**config.mk**
```make
export PLATFORM = sky130hd
export DESIGN_NAME = can_id_tracker_and_imu_frame_router
export DESIGN_NICKNAME = d
export VERILOG_FILES = /design/src/rtl/citr_pkg.sv /design/src/rtl/citr_dp.sv /design/src/rtl/citr_ctrl.sv /design/src/rtl/can_id_tracker_and_imu_frame_router.sv
export SDC_FILE = /design/constraint.sdc
export NUM_CORES = 1
export LEC_CHECK = 0
export BUFFER_PORTS_ARGS = -buffer_cell sky130_fd_sc_hd__buf_4
export CORE_MARGIN = 2
export CORE_UTILIZATION = 53
export CTS_CLUSTER_SIZE = 20
export DETAILED_ROUTE_END_ITERATION = 8
export PLACE_DENSITY = 0.76
export SYNTH_ARGS = -nofsm -noshare
export SYNTH_HDL_FRONTEND = slang
export SYNTH_SLANG_ARGS = --single-unit
export TNS_END_PERCENT = 30
```
**constraint.sdc**
```tcl
create_clock -name clk -period 3.8 [get_ports clk]
set_clock_uncertainty 0.2 [all_clocks]
set_input_delay 0 -clock clk [delete_from_list [all_inputs] [get_ports clk]]
set_output_delay 0 -clock clk [all_outputs]
set_load 0.01 [all_outputs]
```
**src/rtl/citr_pkg.sv**
```systemverilog
`timescale 1ns / 1ps
// Shared types and constants for the CAN identifier tracker.
// No dependencies.
package citr_pkg;

  localparam int TABLE_DEPTH = 6;
  localparam int ID_W        = 11;

  typedef logic [ID_W-1:0] id_t;

  localparam id_t GYRO_ID  = 11'h100;
  localparam id_t ACCEL_ID = 11'h101;

  localparam logic REQ_FRAME = 1'b0;
  localparam logic REQ_CLEAR = 1'b1;

  typedef logic [1:0] kind_t;
  localparam kind_t KIND_OTHER = 2'd0;
  localparam kind_t KIND_GYRO  = 2'd1;
  localparam kind_t KIND_ACCEL = 2'd2;

  typedef struct packed {
    logic load_in;   // capture the accepted item
    logic eval;      // match check, flag update, slot 0 replace
    logic swap;      // one bubble step
    logic load_out;  // copy state into the result register
  } ctl_cmd_t;

  typedef struct packed {
    logic clear_req;  // item is a flag clear
    logic hit;        // identifier already in table
    logic sort_last;  // current bubble step is the final one
  } dp_status_t;

endpackage

```
**src/rtl/citr_dp.sv**
```systemverilog
`timescale 1ns / 1ps
// Datapath: sorted identifier table, IMU flags, bubble step logic, result register.
// Depends on citr_pkg.
module citr_dp (
  input  logic                                  clk,
  input  logic                                  rst,
  input  citr_pkg::ctl_cmd_t                    cmd,
  output citr_pkg::dp_status_t                  status,
  input  logic                                  req_type,
  input  citr_pkg::id_t                         std_id,
  output citr_pkg::id_t [citr_pkg::TABLE_DEPTH-1:0] slot_out,
  output logic                                  gyro_out,
  output logic                                  accel_out,
  output citr_pkg::kind_t                       kind_out
);
  import citr_pkg::*;

  id_t                    tbl [TABLE_DEPTH];
  logic                   req_q;
  id_t                    id_q;
  logic                   gyro;
  logic                   accel;
  kind_t                  kind;
  logic [TABLE_DEPTH-2:0] pos;   // one-hot bubble position
  logic [TABLE_DEPTH-2:0] gt;
  logic                   gt_sel;
  logic                   hit;

  always_comb begin
    hit = 1'b0;
    for (int i = 0; i < TABLE_DEPTH; i++) begin
      if (tbl[i] == id_q) hit = 1'b1;
    end
    for (int i = 0; i < TABLE_DEPTH - 1; i++) begin
      gt[i] = tbl[i] > tbl[i+1];
    end
    gt_sel = |(pos & gt);
  end

  assign status.clear_req = req_q;
  assign status.hit       = hit;
  assign status.sort_last = !gt_sel || pos[TABLE_DEPTH-2];

  always_ff @(posedge clk) begin
    if (cmd.load_in) begin
      req_q <= req_type;
      id_q  <= std_id;
    end
  end

  always_ff @(posedge clk) begin
    if (rst) begin
      for (int i = 0; i < TABLE_DEPTH; i++) tbl[i] <= '0;
      gyro  <= 1'b0;
      accel <= 1'b0;
      kind  <= KIND_OTHER;
      pos   <= '0;
    end else begin
      if (cmd.eval) begin
        if (req_q == REQ_CLEAR) begin
          gyro  <= 1'b0;
          accel <= 1'b0;
          kind  <= KIND_OTHER;
        end else begin
          if (id_q == GYRO_ID) begin
            gyro <= 1'b1;
            kind <= KIND_GYRO;
          end else if (id_q == ACCEL_ID) begin
            accel <= 1'b1;
            kind  <= KIND_ACCEL;
          end else begin
            kind <= KIND_OTHER;
          end
          if (!hit) tbl[0] <= id_q;
        end
        pos <= {{(TABLE_DEPTH-2){1'b0}}, 1'b1};
      end
      if (cmd.swap && gt_sel) begin
        for (int i = 0; i < TABLE_DEPTH - 1; i++) begin
          if (pos[i]) begin
            tbl[i]   <= tbl[i+1];
            tbl[i+1] <= tbl[i];
          end
        end
        pos <= pos << 1;
      end
    end
  end

  always_ff @(posedge clk) begin
    if (cmd.load_out) begin
      for (int i = 0; i < TABLE_DEPTH; i++) slot_out[i] <= tbl[i];
      gyro_out  <= gyro;
      accel_out <= accel;
      kind_out  <= kind;
    end
  end

endmodule

```
**src/rtl/citr_ctrl.sv**
```systemverilog
`timescale 1ns / 1ps
// Controller: sequences accept, match check, bubble steps and result hand-off.
// Depends on citr_pkg.
module citr_ctrl (
  input  logic                 clk,
  input  logic                 rst,
  input  logic                 in_valid,
  output logic                 in_ready,
  output logic                 out_valid,
  input  logic                 out_ready,
  output citr_pkg::ctl_cmd_t   cmd,
  input  citr_pkg::dp_status_t status
);
  import citr_pkg::*;

  typedef enum logic [3:0] {
    IDLE  = 4'b0001,
    MATCH = 4'b0010,
    SORT  = 4'b0100,
    DONE  = 4'b1000
  } state_t;

  state_t state;
  state_t state_next;
  logic   out_free;

  assign in_ready = (state == IDLE);
  assign out_free = !out_valid || out_ready;

  always_comb begin
    state_next   = state;
    cmd          = '0;
    cmd.load_in  = 1'b0;
    case (state)
      IDLE: begin
        if (in_valid) begin
          cmd.load_in = 1'b1;
          state_next  = MATCH;
        end
      end
      MATCH: begin
        cmd.eval = 1'b1;
        if (status.clear_req || status.hit) state_next = DONE;
        else state_next = SORT;
      end
      SORT: begin
        cmd.swap = 1'b1;
        if (status.sort_last) state_next = DONE;
      end
      DONE: begin
        if (out_free) begin
          cmd.load_out = 1'b1;
          state_next   = IDLE;
        end
      end
      default: state_next = IDLE;
    endcase
  end

  always_ff @(posedge clk) begin
    if (rst) begin
      state     <= IDLE;
      out_valid <= 1'b0;
    end else begin
      state <= state_next;
      if (cmd.load_out) out_valid <= 1'b1;
      else if (out_ready) out_valid <= 1'b0;
    end
  end

endmodule

```
**src/rtl/can_id_tracker_and_imu_frame_router.sv**
```systemverilog
`timescale 1ns / 1ps
// Top level: CAN identifier tracker with IMU frame flags.
// Depends on citr_pkg, citr_ctrl, citr_dp.
//
//  channel | signals                         | direction
//  --------+---------------------------------+----------
//  in      | in_valid/in_ready, req_type,    | in
//          | std_id                          |
//  out     | out_valid/out_ready, id_slot0-5,| out
//          | gyro_updated, accel_updated,    |
//          | frame_kind                      |
//
// An item goes from accept through a match check, then the bubble steps of the new
// identifier (up to 5, none for a hit or a clear), then hand-off.
// The next item is accepted while a result still waits in the output register.
// rst is synchronous and clears the table, the flags and the handshake state.
module can_id_tracker_and_imu_frame_router (
  input  logic                  clk,
  input  logic                  rst,
  input  logic                  in_valid,
  output logic                  in_ready,
  input  logic                  req_type,
  input  citr_pkg::id_t         std_id,
  output logic                  out_valid,
  input  logic                  out_ready,
  output citr_pkg::id_t         id_slot0,
  output citr_pkg::id_t         id_slot1,
  output citr_pkg::id_t         id_slot2,
  output citr_pkg::id_t         id_slot3,
  output citr_pkg::id_t         id_slot4,
  output citr_pkg::id_t         id_slot5,
  output logic                  gyro_updated,
  output logic                  accel_updated,
  output citr_pkg::kind_t       frame_kind
);
  import citr_pkg::*;

  ctl_cmd_t                 cmd;
  dp_status_t               status;
  id_t [TABLE_DEPTH-1:0]    slots;

  citr_ctrl u_ctrl (
    .clk       (clk),
    .rst       (rst),
    .in_valid  (in_valid),
    .in_ready  (in_ready),
    .out_valid (out_valid),
    .out_ready (out_ready),
    .cmd       (cmd),
    .status    (status)
  );

  citr_dp u_dp (
    .clk       (clk),
    .rst       (rst),
    .cmd       (cmd),
    .status    (status),
    .req_type  (req_type),
    .std_id    (std_id),
    .slot_out  (slots),
    .gyro_out  (gyro_updated),
    .accel_out (accel_updated),
    .kind_out  (frame_kind)
  );

  assign id_slot0 = slots[0];
  assign id_slot1 = slots[1];
  assign id_slot2 = slots[2];
  assign id_slot3 = slots[3];
  assign id_slot4 = slots[4];
  assign id_slot5 = slots[5];

endmodule

```
## Yosys cells after proc, flatten, opt, wreduce, memory -nomap -nowiden

Memories as Yosys holds them, arrays and structs flattened.
Index checks and enable logic that the tools add are counted.

- Register bits: 96
- Latch bits: 0
- Bits in writable memories: 66
- ROM bits: 0
- Bits of input ports: 16
- Output and inout port bits: 72
- Word-level logic and storage cells: 134
- Memories kept: 1

- Add/sub/neg operators: 0
- Multipliers: 0
- Div/mod/pow operators: 0
- Magnitude comparators: 5
- Equal/unequal tests: 16
- Shift operators: 0
- Mux-type cells: 67
- Bitwise gates (word level): 12
- Reduce and logical (&&, ||, !) cells: 15

Memory list:

| memory | depth | bits a word | rd ports | clocked after memory_dff | write ports | RTL line | text |
|---|---|---|---|---|---|---|---|
| u_dp.tbl | 6 | 11 | 6 | 0 | 6 | citr_dp.sv:18 | `id_t tbl [TABLE_DEPTH];` |

Operators by type and width:

| cell | number |
|---|---|
| $mux W11 | 11 |
| $eq A11 B11 Y1 | 6 |
| $gt A11 B11 Y1 | 5 |
| $mux W1 | 46 |
| $eq A11 B9 Y1 const B | 2 |
| $mux W4 | 4 |
| $pmux W4 S4 | 1 |
| $or A1 B1 Y1 | 11 |
| $mux W5 | 2 |
| $reduce_bool A2 Y1 | 4 |
| $mux W2 | 3 |
| $reduce_and A3 Y1 | 2 |
| $and A5 B5 Y5 | 1 |
| $reduce_or A5 Y1 | 1 |
| $eq A4 B1 Y1 const B | 1 |
| $eq A4 B2 Y1 const B | 1 |
| $eq A4 B3 Y1 const B | 1 |
| $eq A4 B4 Y1 const B | 1 |
| $ne A2 B1 Y1 const B | 2 |
| $ne A2 B2 Y1 const B | 2 |
| $logic_or A1 B1 Y1 | 3 |
| $logic_not A1 Y1 | 2 |
| $reduce_and A2 Y1 | 1 |
| $reduce_or A2 Y1 | 1 |
| $logic_and A1 B1 Y1 | 1 |

## Longest topological paths before layout

- Depth after elaboration: 14
- Depth in mapped cells: 10

## Hierarchy

Synthesis repeated with hierarchy kept, for this count alone.

- Cells, all modules: 669
- Area total of the unflattened synthesis: 8,328.0 µm²

Modules (own cells, without submodules):

| module | instances | cells each | area an instance (µm²) | seq. area each (µm²) |
|---|---|---|---|---|
| citr_dp | 1 | 641 | 8,076.5 | 4,624.4 |
| citr_ctrl | 1 | 28 | 251.5 | 100.1 |

## Least setup slack after synthesis

No wires, ideal clock.

- Path type: register -> register
- Start: register u_ctrl.state[1]
- End: register u_dp.accel_out, enable pin
- Library setup time: 0.498 ns
- Arrival: 3.466 ns
- Data required time: 3.102 ns
- Setup slack: -0.364 ns
- Stages on the path, launching flop included: 4
- Buffers on the path: 0
- Cell sequence: dfxtp_1 nor2_1 nand3b_1 nor2_1

RTL lines:

| what | RTL line | text |
|---|---|---|
| start, declared | citr_ctrl.sv:23 | `state_t state;` |
| start signal, assigned | citr_ctrl.sv:65 | `state <= state_next;` |
| end signal, assigned | citr_dp.sv:94 | `accel_out <= accel;` |
| end, declared | citr_dp.sv:13 | `output logic accel_out,` |

==> out/results.ini <==
[finish]
drive_above_1_share = 0.180
layout.nets = 841
syn_to_final_growth_pct = 19.7
design_area_um2 = 9800
diodes = 0

[synth]
yosysMostFrequentCell = edfxtp_1
synth_edf_count = 148
synth-seq-area-share = 0.577
syn_area_um2 = 8180
yosys_warnings = 0
async_flop_share = 0
synthCells = 663
synthDominantCellAreaShare = 0.543
synth_commonest_cells = edfxtp_1, inv_1, ha_1
synth_nets = 734
yosys.cell_types.count = 46
yosysTopAreaCell = edfxtp_1
ys.flop_type = edfxtp_1
ys_seq_elements = 162
yosys-top-cells-area = edfxtp_1, ha_1, xor2_1
avgSynthCellArea_um2 = 12.3

[placement]
hpwl_um = 15100
io_buffers = 87
preCtsSetupSlack_ps = 309
placement.cell_area_um2 = 9100
gp_congestion = 0.907

[status]
status = finished, final reports clean

[critical_path]
worst_setup_path_start_kind = register
cp.required_ps = 3680
critPathArrivalTime_ps = 3500
worst-setup-path-type = reg2reg
end_kind = register
worstPathMaxFanout = 11

[timing]
tightest_slew_ps = 1060
hold_violations = 0
final.setup.tns_ps = 0
setup_viol = 0
setup_ws_ps = 182
maxSlewHeadroom = 0.288
fin_crit_sh = 0.952
finalCriticalPeriod_ps = 3620
grt_setup_unrepaired = no
slew_viol_final = 0
fmax_mhz = 276

[clock_tree]
cts_sinks = 162
cts_hold_buf = 15
clk_path_buf_depth = 2
cts_buffers = 17
post_cts_buffers = 0
cts_htree_levels = 4
root_buffer = clkbuf_16
cts_resized = 0
cts.clk_slew.worst_paths_ps = 60
clk-insertion-delay-late_ps = 440
cts_tree = yes

[floorplanning]
row_count = 45
core-area_um2 = 15100
die_h_um = 128
floorplan.die_area_um2 = 16500
fp.dieW_um = 128
start_util = 0.540
ios = 88

[routing]
wl_per_cell_um = 22.6
wl_um = 21900
viasPerCell = 6.25
num_vias = 6068
drtIter0Drc = 667
antenna_left = 0
drc = 0
dr.pass1.iters = 5

[run]
drv_cap = 0

[global_routing]
grt_pass1_wl_um = 33000
grt-ovfl-total = 0
grt_max_degree = 51
grt_pass1_vias = 5939
grt_usage = 0.274
antenna_found_initial = 0

[power_and_ir_drop]
peakVddDrop_v = 0.000336
power_mw = 4.41
leakage_nw = 3.78
p_per_area_nw_per_um2 = 450

[hold_path]
holdCritPathClass = in2reg

## per-layer routing
metal  up-vias  share of wire  global-route usage
met1      2975           0.39               0.350
li1       2662              -                   -
met4         0          0.045               0.148
met2       350           0.47               0.426
met5         -              0                   0
met3        81          0.092              0.0726
## area by class of cell
type	instances	area [µm²]
clock buffer	23	489
timing repair buffer	121	958
tap	188	235
clock inverter	9	53.8
sequential	162	4720
fill	1103	5350
multi-input combinational	408	3110
inverter	60	225
## logic make-up after synthesis
logic type | after synthesis | share of synthesized area
AO/OA/AOI/OAI | 125 | 0.110
XOR/XNOR | 66 | 0.0706
adder cells (fa/ha/maj) | 55 | 0.0841
buffers and inverters | 93 | 0.0446
flip-flops | 162 | 0.577
AND/OR/NAND/NOR | 162 | 0.113
## cells in the final DEF (no fill, tap or decap), types with 10 or more instances in the layout
cell,n
xor2_1,44
nor4_1,10
nor2b_1,50
dlygate4sd3_1,15
o21ai_0,11
buf_4,105
a32o_1,11
dfxtp_1,14
ha_1,55
and3_1,13
nand2_1,17
a21oi_1,19
nor2_1,22
inv_1,60
a22oi_1,44
edfxtp_1,148
clkbuf_16,18
nand4_1,15
a21o_1,11
xnor2_1,22
## flip-flops by register name (all words and copies together) (netlist names)
| register | flops |
|---|---|
| u_dp.kind | 2 |
| u_dp.slot_out | 66 |
| u_dp.pos | 5 |
| u_dp.req_q | 1 |
| u_dp.tbl | 66 |
| u_dp.gyro | 1 |
| u_ctrl.out_valid | 1 |
| u_ctrl.state | 4 |
| u_dp.accel_out | 1 |
| u_dp.gyro_out | 1 |
| u_dp.id_q | 11 |
| u_dp.accel | 1 |
| u_dp.kind_out | 2 |
## through the flow
step | cells | utilization | hold WS, ps
global placement | 924 | 0.601 | -22.0
global route | 971 | 0.647 | 81.7
floorplan | 663 | - | -101
finish | 971 | 0.647 | 75.4
detailed placement | 924 | 0.601 | -19.7
CTS | 971 | 0.647 | 67.5
## path summary, 6_finish.rpt
| check | start | end | slack [ps] | cells past startpoint |
|---|---|---|---|---|
| setup / recovery | u_dp.tbl[0][50] | u_dp.tbl[0][41] | 180 | 9 |
| hold / removal | std_id[7] | u_dp.id_q[7] | 80 | 2 |
| setup reg to reg | u_dp.tbl[0][50] | u_dp.tbl[0][41] | 180 | 9 |
| hold reg to reg | u_dp.kind[0] | u_dp.kind_out[0] | 250 | 0 |
## power breakdown
| group | switching (mW) | internal [mW] | total (mW) |
|---|---|---|---|
| Sequential | 0.206 | 2.08 | 2.28 |
| Clock | 0.682 | 0.903 | 1.58 |
| Combinational | 0.291 | 0.254 | 0.545 |
## worst max-delay path, cell delays in order (launching register included)
cell,delay [ps]
edfxtp_1,580
inv_1,100
ha_1,310
and3_1,220
a22o_1,150
o21ai_0,80
a31oi_1,480
nor4_4,130
a21oi_1,490
a21o_1,510
Note: power is estimated with default switching activity, not from simulation.
